$ cat config.mk
export PLATFORM = sky130hd
export DESIGN_NAME = multichannel_sample_mixer_smoothing
export DESIGN_NICKNAME = d
export VERILOG_FILES = /design/src/sv/msms_pkg.sv /design/src/sv/msms_lane.sv /design/src/sv/msms_merge.sv /design/src/sv/multichannel_sample_mixer_smoothing.sv
export VERILOG_INCLUDE_DIRS = /design/src /design/src/sv
export SDC_FILE = /design/constraint.sdc
export NUM_CORES = 2
export LEC_CHECK = 0
export BUFFER_PORTS_ARGS = -buffer_cell sky130_fd_sc_hd__buf_2
export CORE_MARGIN = 4
export CORE_UTILIZATION = 60
export CTS_CLUSTER_DIAMETER = 100
export CTS_CLUSTER_SIZE = 30
export DETAILED_ROUTE_END_ITERATION = 12
export GPL_TIMING_DRIVEN = 0
export PLACE_DENSITY = 0.76
export SYNTH_ARGS = -nofsm -noshare
export SYNTH_HDL_FRONTEND = slang
export SYNTH_SLANG_ARGS = --single-unit
$ cat constraint.sdc
create_clock -name clk -period 9.2 [get_ports clk]
set_input_delay 0.92 -clock clk [delete_from_list [all_inputs] [get_ports clk]]
set_output_delay 0.92 -clock clk [all_outputs]
set_load 0.01 [all_outputs]
$ cat src/sv/assert_macros.svh
// ----------------------------------------------------------------------------
// assert_macros.svh
// Concurrent assertion helpers used by the top-level RTL file.
// ----------------------------------------------------------------------------
`ifndef ASSERT_MACROS_SVH
`define ASSERT_MACROS_SVH

// Same-cycle implication, disabled while reset is asserted
`define ASSERT_IMPLIES(label, clk, rst_n, ante, cons) \
	label: assert property (@(posedge clk) disable iff (!rst_n) (ante) |-> (cons)) \
		else $error("same-cycle implication violated");

// Next-cycle implication, disabled while reset is asserted
`define ASSERT_NEXT(label, clk, rst_n, ante, cons) \
	label: assert property (@(posedge clk) disable iff (!rst_n) (ante) |=> (cons)) \
		else $error("next-cycle implication violated");

`endif

$ cat src/sv/msms_pkg.sv
// ----------------------------------------------------------------------------
// msms_pkg
// Item kinds, field widths and lane interface types of the sample mixer.
// ----------------------------------------------------------------------------
`default_nettype none

package msms_pkg;

	typedef enum logic [1:0] {
		KIND_TICK  = 2'd0,
		KIND_START = 2'd1,
		KIND_STOP  = 2'd2
	} kind_t;

	localparam int SAMPLE_W   = 16;
	localparam int LEN_IN_W   = 24;
	localparam int VOL_W      = 4;
	localparam int MIX_W      = 32;
	localparam int MASK_W     = 4;
	localparam int RAW_LANES  = 4;
	localparam logic [MIX_W-1:0] TAIL_MARGIN = 32'd1000;

	// Command given to each lane for one accepted item
	typedef struct packed {
		kind_t                 kind;
		logic                  sel;
		logic [LEN_IN_W-1:0]   length;
		logic                  loop_en;
		logic [VOL_W-1:0]      vol;
		logic [SAMPLE_W-1:0]   sample;
	} lane_cmd_t;

	// What one lane reports for one item
	typedef struct packed {
		logic [MIX_W-1:0] contrib;
		logic             consumed;
		logic             playing;
	} lane_res_t;

endpackage

`default_nettype wire

$ cat src/sv/msms_lane.sv
// ----------------------------------------------------------------------------
// msms_lane
// One channel: playback position, gain, and boxcar smoothing filter.
// ----------------------------------------------------------------------------
`default_nettype none

module msms_lane #(
	parameter int WINDOW_DEPTH = 16,
	parameter int WINDOW_SHIFT = 4,
	parameter int LENGTH_BITS  = 24
) (
	input  wire logic                clk,
	input  wire logic                arst_n,
	input  wire logic                accept,
	input  wire msms_pkg::lane_cmd_t cmd,
	output msms_pkg::lane_res_t      res_s1
);
	import msms_pkg::*;

	localparam int IDX_W = $clog2(WINDOW_DEPTH);
	localparam logic [IDX_W-1:0] IDX_LAST = IDX_W'(WINDOW_DEPTH - 1);

	logic                   playing_q;
	logic                   looping_q;
	logic [LENGTH_BITS-1:0] clip_q;
	logic [MIX_W-1:0]       tail_q;
	logic [LENGTH_BITS-1:0] pos_q;
	logic [VOL_W-1:0]       gain_q;
	logic [MIX_W-1:0]       held_q;
	logic [MIX_W-1:0]       total_q;
	logic [IDX_W-1:0]       idx_q;
	logic                   wrapped_q;
	logic [MIX_W-1:0]       rd_q;
	logic [MIX_W-1:0]       window_mem [WINDOW_DEPTH];

	logic                   tick;
	logic                   start;
	logic [LENGTH_BITS-1:0] clip_new;
	logic [LENGTH_BITS-1:0] pos_inc;
	logic                   at_end;
	logic [MIX_W-1:0]       held_cur;
	logic [LENGTH_BITS-1:0] pos_cur;
	logic                   play_tick;
	logic                   bypass;
	logic [MIX_W-1:0]       rd_data;
	logic [MIX_W-1:0]       total_cur;
	logic                   filt_we;
	logic [IDX_W-1:0]       idx_next;
	logic                   playing_d;

	// Decode the item for this lane
	assign tick     = accept && (cmd.kind == KIND_TICK);
	assign start    = accept && (cmd.kind == KIND_START) && cmd.sel;
	assign clip_new = LENGTH_BITS'(cmd.length);

	// Advance playback; position wraps to zero at the clip length when looping
	assign pos_inc   = pos_q + LENGTH_BITS'(1);
	assign at_end    = (pos_inc == clip_q);
	assign held_cur  = playing_q ? (MIX_W'(cmd.sample) << gain_q) : held_q;
	assign pos_cur   = playing_q ? ((at_end && looping_q) ? '0 : pos_inc) : pos_q;
	assign play_tick = playing_q && !(at_end && !looping_q);

	// Skip smoothing near the end of the clip
	assign bypass = (tail_q < MIX_W'(pos_cur));

	// Window entries read as zero until the index has wrapped once
	assign rd_data   = wrapped_q ? rd_q : '0;
	assign total_cur = total_q + held_cur - rd_data;
	assign filt_we   = tick && !bypass;
	assign idx_next  = (idx_q == IDX_LAST) ? '0 : idx_q + IDX_W'(1);

	// Next playing flag for any item kind
	always_comb begin
		playing_d = playing_q;
		if (accept) begin
			case (cmd.kind)
				KIND_TICK:  playing_d = play_tick;
				KIND_START: playing_d = cmd.sel ? 1'b1 : playing_q;
				KIND_STOP:  playing_d = cmd.sel ? 1'b0 : playing_q;
				default:    playing_d = playing_q;
			endcase
		end
	end

	// Channel and filter state
	always_ff @(posedge clk or negedge arst_n) begin
		if (!arst_n) begin
			playing_q <= 1'b0;
			looping_q <= 1'b0;
			clip_q    <= '0;
			tail_q    <= '0 - TAIL_MARGIN;
			pos_q     <= '0;
			gain_q    <= '0;
			held_q    <= '0;
			total_q   <= '0;
			idx_q     <= '0;
			wrapped_q <= 1'b0;
		end else begin
			playing_q <= playing_d;
			if (start) begin
				looping_q <= cmd.loop_en;
				clip_q    <= clip_new;
				tail_q    <= MIX_W'(clip_new) - TAIL_MARGIN;
				pos_q     <= '0;
				gain_q    <= cmd.vol;
			end else if (tick) begin
				pos_q  <= pos_cur;
				held_q <= held_cur;
			end
			if (filt_we) begin
				total_q <= total_cur;
				idx_q   <= idx_next;
				if (idx_q == IDX_LAST) begin
					wrapped_q <= 1'b1;
				end
			end
		end
	end

	// Window memory: write the current slot, prefetch the next one
	always_ff @(posedge clk) begin
		if (filt_we) begin
			window_mem[idx_q] <= held_cur;
			rd_q              <= window_mem[idx_next];
		end
	end

	// Register the lane result for the merge stage
	always_ff @(posedge clk) begin
		if (accept) begin
			res_s1.contrib  <= tick ? (bypass ? held_cur : (total_cur >> WINDOW_SHIFT)) : '0;
			res_s1.consumed <= tick && playing_q;
			res_s1.playing  <= playing_d;
		end
	end

endmodule

`default_nettype wire

$ cat src/sv/msms_merge.sv
// ----------------------------------------------------------------------------
// msms_merge
// Sums lane contributions into the mix and builds the channel masks.
// ----------------------------------------------------------------------------
`default_nettype none

module msms_merge #(
	parameter int CHANNELS = 4
) (
	input  wire logic                          clk,
	input  wire logic                          arst_n,
	input  wire logic                          in_valid,
	output logic                               in_ready,
	input  wire msms_pkg::lane_res_t           lane_res [CHANNELS],
	output logic                               out_valid,
	input  wire logic                          out_ready,
	output logic [msms_pkg::MIX_W-1:0]         mix,
	output logic [msms_pkg::MASK_W-1:0]        consumed_mask,
	output logic [msms_pkg::MASK_W-1:0]        playing_mask
);
	import msms_pkg::*;

	logic [MIX_W-1:0]  sum;
	logic [MASK_W-1:0] cons_m;
	logic [MASK_W-1:0] play_m;
	logic              valid_s2;

	// Wrapped sum over all lanes
	always_comb begin
		sum = '0;
		for (int c = 0; c < CHANNELS; c++) begin
			sum = sum + lane_res[c].contrib;
		end
	end

	// Masks carry the first four channels only
	for (genvar g = 0; g < MASK_W; g++) begin : g_mask
		if (g < CHANNELS) begin : g_used
			assign cons_m[g] = lane_res[g].consumed;
			assign play_m[g] = lane_res[g].playing;
		end else begin : g_unused
			assign cons_m[g] = 1'b0;
			assign play_m[g] = 1'b0;
		end
	end

	assign in_ready  = !valid_s2 || out_ready;
	assign out_valid = valid_s2;

	// Output register valid
	always_ff @(posedge clk or negedge arst_n) begin
		if (!arst_n) begin
			valid_s2 <= 1'b0;
		end else if (in_ready) begin
			valid_s2 <= in_valid;
		end
	end

	// Output register payload
	always_ff @(posedge clk) begin
		if (in_ready && in_valid) begin
			mix           <= sum;
			consumed_mask <= cons_m;
			playing_mask  <= play_m;
		end
	end

endmodule

`default_nettype wire

$ cat src/sv/multichannel_sample_mixer_smoothing.sv
// ----------------------------------------------------------------------------
// multichannel_sample_mixer_smoothing
// Multichannel sample mixer with per-channel moving-average smoothing.
// ----------------------------------------------------------------------------
// Takes one item per clock (tick, start channel, stop channel) and returns one
// result per item through the lane result registers of stage 1 and the merge
// output register. Stage 1 and the output register pass results at full rate
// while the sink takes them; the input stalls only when both hold an item and
// the sink holds off. Each channel is a lane that updates its position, gain
// and boxcar filter in the cycle of the transfer; that state update sets the
// one-item-per-cycle rate. The window memory of a lane is read one slot ahead,
// so the filter never waits on the read. Window entries read as zero until a
// lane's window index has gone round once, so no clearing pass follows reset.
// The merge stage sums all lanes into the wrapped 32-bit mix.
// ----------------------------------------------------------------------------
`default_nettype none
`include "assert_macros.svh"

module multichannel_sample_mixer_smoothing #(
	parameter int CHANNELS     = 4,
	parameter int WINDOW_DEPTH = 16,
	parameter int WINDOW_SHIFT = 4,
	parameter int LENGTH_BITS  = 24
) (
	input  wire logic        clk,
	input  wire logic        arst_n,
	input  wire logic        s_tvalid,
	output logic             s_tready,
	// channel[1:0], length[25:2], loop_enable[26], volume_shift[30:27],
	// sample_zero[46:31], sample_one[62:47], sample_two[78:63],
	// sample_three[94:79], zero pad[95]
	input  wire logic [95:0] s_tdata,
	// kind[1:0]
	input  wire logic [1:0]  s_tuser,
	output logic             m_tvalid,
	input  wire logic        m_tready,
	// mix[31:0], consumed_mask[35:32], playing_mask[39:36]
	output logic [39:0]      m_tdata
);
	import msms_pkg::*;

	logic                  accept;
	logic                  v1_s1;
	logic                  merge_ready;
	logic [1:0]            chan;
	logic [SAMPLE_W-1:0]   samples [RAW_LANES];
	lane_res_t             lane_res_s1 [CHANNELS];
	logic                  cons_any_s1;
	logic [MIX_W-1:0]      mix;
	logic [MASK_W-1:0]     cons_mask;
	logic [MASK_W-1:0]     play_mask;

	// Unpack the input transfer
	assign chan       = s_tdata[1:0];
	assign samples[0] = s_tdata[46:31];
	assign samples[1] = s_tdata[62:47];
	assign samples[2] = s_tdata[78:63];
	assign samples[3] = s_tdata[94:79];

	// Stage 1 advances when empty or when the output register takes it
	assign s_tready = !v1_s1 || merge_ready;
	assign accept   = s_tvalid && s_tready;

	always_ff @(posedge clk or negedge arst_n) begin
		if (!arst_n) begin
			v1_s1 <= 1'b0;
		end else if (s_tready) begin
			v1_s1 <= s_tvalid;
		end
	end

	// One lane per channel
	for (genvar g = 0; g < CHANNELS; g++) begin : g_lane
		lane_cmd_t cmd;

		assign cmd.kind    = kind_t'(s_tuser);
		assign cmd.sel     = (32'(chan) == 32'(g));
		assign cmd.length  = s_tdata[25:2];
		assign cmd.loop_en = s_tdata[26];
		assign cmd.vol     = s_tdata[30:27];
		if (g < RAW_LANES) begin : g_raw
			assign cmd.sample = samples[g];
		end else begin : g_silent
			assign cmd.sample = '0;
		end

		msms_lane #(
			.WINDOW_DEPTH (WINDOW_DEPTH),
			.WINDOW_SHIFT (WINDOW_SHIFT),
			.LENGTH_BITS  (LENGTH_BITS)
		) u_lane (
			.clk    (clk),
			.arst_n (arst_n),
			.accept (accept),
			.cmd    (cmd),
			.res_s1 (lane_res_s1[g])
		);
	end

	// Merge lanes into the output register
	msms_merge #(
		.CHANNELS (CHANNELS)
	) u_merge (
		.clk           (clk),
		.arst_n        (arst_n),
		.in_valid      (v1_s1),
		.in_ready      (merge_ready),
		.lane_res      (lane_res_s1),
		.out_valid     (m_tvalid),
		.out_ready     (m_tready),
		.mix           (mix),
		.consumed_mask (cons_mask),
		.playing_mask  (play_mask)
	);

	assign m_tdata = {play_mask, cons_mask, mix};

	// Any lane consumed a sample in the item held in stage 1
	always_comb begin
		cons_any_s1 = 1'b0;
		for (int c = 0; c < CHANNELS; c++) begin
			cons_any_s1 = cons_any_s1 | lane_res_s1[c].consumed;
		end
	end

	// Input stalls only when both stages are full and the output is held
	`ASSERT_IMPLIES(a_stall_when_full, clk, arst_n, !s_tready, v1_s1 && m_tvalid && !m_tready)
	// An accepted item always lands in stage 1
	`ASSERT_NEXT(a_accept_fills_s1, clk, arst_n, accept, v1_s1)
	// Only tick items consume samples
	`ASSERT_NEXT(a_consume_on_tick, clk, arst_n, accept && (s_tuser != KIND_TICK), !cons_any_s1)

endmodule

`default_nettype wire
==> flow_metrics.py <==
metrics = {
    "run_status": {
        "run_status": "finished clean",
    },
    "timing": {
        "relSlewSlack_pct": 0.9134,
        "period_minus_slack_ns": 8.797,
        "worstMarginPinSlew_ns": 1.486,
        "maxSlewViolCount": 0,
        "setup_violations": 0,
        "fmax_mhz": 113.7,
        "fin_tns_setup_ns": 0,
        "timing.final.hold_violations": 0,
        "fin_worst_skew_ns": 0.05548,
        "setup_repair_after_global_routing_missed_its_margin": "false",
        "timing.final.crit_share_pct": 95.62,
    },
    "cts": {
        "number_of_h_tree_branching_levels": 3,
        "cts.path.max_buffers": 3,
        "tritoncts.num_buffers": 115,
        "cts_tree": "built",
        "clkTransAtPathRegs_ns": 0.11,
        "clk_root_buffer_cell": "clkbuf_16",
        "numClockSinks": 2934,
        "clock_latency_ns": 0.87,
    },
    "logic_synthesis": {
        "postSynthCellCount": 9141,
        "mean_instance_size_in_the_synthesized_netlist_sq_um": 14.83,
        "mappedNetlistNets": 9701,
        "synth-compound-area-share_pct": 6.258,
        "synth_xor_area_share_pct": 1.996,
        "fraction_of_the_yosys_area_taken_by_sequential_cells_pct": 62.89,
        "ys.flop_type": "edfxtp_1",
        "async_flop_share_pct": 19.84,
        "synth_simple_gate_area_share_pct": 6.827,
        "synth-adder-area-share_pct": 5.256,
        "ys_seq_elements": 2934,
        "muxShareOfSynthArea_pct": 13.70,
        "cell_area_after_synthesis_sq_um": 135600,
        "largest_family_of_logic_cells_by_synthesized_area": "multiplexers",
        "yosysWarningCount": 0,
        "number_of_synthesized_flops_with_an_enable_pin": 2352,
        "post_synth_num_cell_types": 102,
    },
    "route": {
        "ant_nets": 0,
        "vias_per_cell": 6.572,
        "drt_pass1_iterations": 6,
        "avgRoutedWirePerCell_um": 30.22,
        "postRouteWirelength_mm": 382.0,
        "drt_iter0_markers": 11940,
        "count_of_unresolved_drc_violations_after_routing": 0,
        "overall_via_count_from_detail_route": 83080,
    },
    "power_and_ir_drop": {
        "power_leakage_nw": 52.73,
        "ir_drop_v": 0.0002268,
        "power_density_nw_per_um2": 334.0,
    },
    "global_routing": {
        "grt_remaining_overflow": 0,
        "first_global_vias": 82430,
        "first_pass_grt_wire_length_mm": 559.5,
        "grt_start_max_net_pins": 109,
        "antenna_found_initial": 24,
        "global_route.usage.total_pct": 32.63,
    },
    "hold_path": {
        "hold_path.class": "in -> async",
    },
    "critical_path": {
        "critical_path.max_fanout": 10,
        "setup.worst_path.class": "reg -> reg",
        "worst_path_largest_cell_delay_ns": 0.74,
        "category_of_the_worst_setup_path_capture_point": "register",
        "worst_path_max_delay_cell": "nor3_2",
        "worst_ep_arrival_time_ns": 9.34,
        "critical_path_launch_point_type": "register",
        "worstPathRequired_ns": 9.74,
    },
    "finish": {
        "layout_cell_share_with_drive_strength_beyond_1_pct": 16.17,
        "most-common-layout-cells": "2352 x edfxtp_1, 752 x nand2_1, 647 x mux4_2",
        "nNetsFinal": 10090,
        "final_core_util_pct": 65.03,
        "layout.cell_area.non_filler_sq_um": 146200,
        "area_growth_syn_to_layout_pct": 7.855,
        "layout_commonest_cell": "edfxtp_1",
    },
    "place": {
        "dpl.hpwl_mm": 270.0,
        "placement.io_buffers": 136,
        "dpl-instance-area_sq_um": 142500,
        "finalWeightedCongestion": 0.9595,
    },
    "floorplanning": {
        "floorplan.die_area_sq_um": 233700,
        "floorplan.rows": 174,
        "die_h_um": 483.4,
        "top_level_ports": 144,
        "initial_core_util_pct": 60.29,
        "die_w_um": 483.4,
        "core_area_sq_um": 224900,
    },
    "flow_run": {
        "max_cap_violation_count": 0,
    },
}
[layer usage]
layer	up-vias	routed length [um]	share of wire (%)	GRT usage (%)
met5	-	89	0.023	0.2245
met4	10	18820	4.9	13.51
met1	42530	146000	38	46.64
met3	757	40660	11	5.749
met2	4825	176400	46	50.46
li1	34960	-	-	-
[through the flow]
step | hold WS (ns) | power, mW | cells | setup slack [ns]
final | 0.08494 | 48.85 | 12640 | 0.4034
after global routing | 0.1279 | 51.34 | 12630 | 0.01969
after CTS | 0.06584 | 48.53 | 12620 | 0.4501
after detailed placement | 0.4072 | 41.84 | 12400 | 0.5529
after global placement | 0.4036 | 40.95 | 12270 | -5.772
after floorplan | 0.4003 | 34.17 | 9141 | 1.176
[area by class of cell]
type	count	area, sq um
clock inverters	32	469.2
clock buffers	188	3183
diodes	18	45.04
plain buffers	470	1872
fillers	15610	78650
well taps	2992	3744
inverters	613	2306
multi-input cells	5124	46490
flip-flops and latches	2934	85280
repair buffers	270	2849
[flip-flops by register name, summed over array words and instances, names as in the netlist, 4 cells and up]
signal                    cells
g_lane.u_lane.window_mem   2048
g_lane.u_lane.res_s1        136
g_lane.u_lane.held_q        128
g_lane.u_lane.rd_q          128
g_lane.u_lane.total_q       128
g_lane.u_lane.tail_q        100
g_lane.u_lane.pos_q          96
g_lane.u_lane.clip_q         84
u_merge.mix                  32
g_lane.u_lane.gain_q         16
g_lane.u_lane.idx_q          16
g_lane.u_lane.looping_q       4
g_lane.u_lane.playing_q       4
g_lane.u_lane.wrapped_q       4
u_merge.consumed_mask         4
u_merge.playing_mask          4
[cells by family after synthesis]
logic type               after synthesis
buffers and inverters               1083
AND/OR/NAND/NOR                     1925
XOR/XNOR                             309
flip-flops                          2934
AO/OA/AOI/OAI                       1412
multiplexers                        1020
adder cells (fa/ha/maj)              458
[report_power, final]
| part | switching [mW] | internal, mW | total, mW |
|---|---|---|---|
| Sequential | 0.765 | 16.9 | 17.6 |
| Clock | 4.13 | 2.55 | 6.68 |
| Combinational | 14.9 | 9.58 | 24.5 |
[what timing repair did]
item                                    CTS  global route
endpoints found under the setup margin    0             8
hold buffers                              0             0
gates resized for setup                   0             1
setup buffers                             0             0
[final timing paths]
| path | startpoint | to | slack [ns] | cells past startpoint |
|---|---|---|---|---|
| setup / recovery | g_lane[1].u_lane.pos_q[0] | g_lane[1].u_lane.window_mem[1][11] | 0.40 | 27 |
| hold / removal | arst_n | g_lane[0].u_lane.held_q[27] | 0.08 | 1 |
| setup reg to reg | g_lane[1].u_lane.pos_q[0] | g_lane[1].u_lane.window_mem[1][11] | 0.40 | 27 |
| hold reg to reg | g_lane[2].u_lane.res_s1[1] | u_merge.consumed_mask[2] | 0.43 | 0 |
| max in group asynchronous | arst_n | g_lane[1].u_lane.total_q[16] | 7.47 | 3 |
| min in group clk | s_tvalid | v1_s1 | 0.30 | 2 |
[critical path, delay by kind of cell (launching register included)]
kind                     cells  cell delay, ns
adder cells (fa/ha/maj)      2            0.57
AND/OR/NAND/NOR             11            3.72
buffers and inverters        7            1.82
multiplexers                 1            0.27
flip-flops                   1            0.52
AO/OA/AOI/OAI                6            1.54
[Yosys cell counts (171+ instances only)]
cell	count	area [sq um]
a21oi_1	300	1501
clkbuf_1	347	1303
o21ai_0	586	2933
nand2_1	752	2823
mux2_2	203	2286
ha_1	272	3403
xnor2_1	225	1971
nor2_1	384	1441
edfxtp_1	2352	70630
dfrtp_1	514	12860
and2_1	171	1070
inv_1	602	2260
fa_1	186	3724
mux4_2	647	14570
Power figures use the tool's default switching activity.
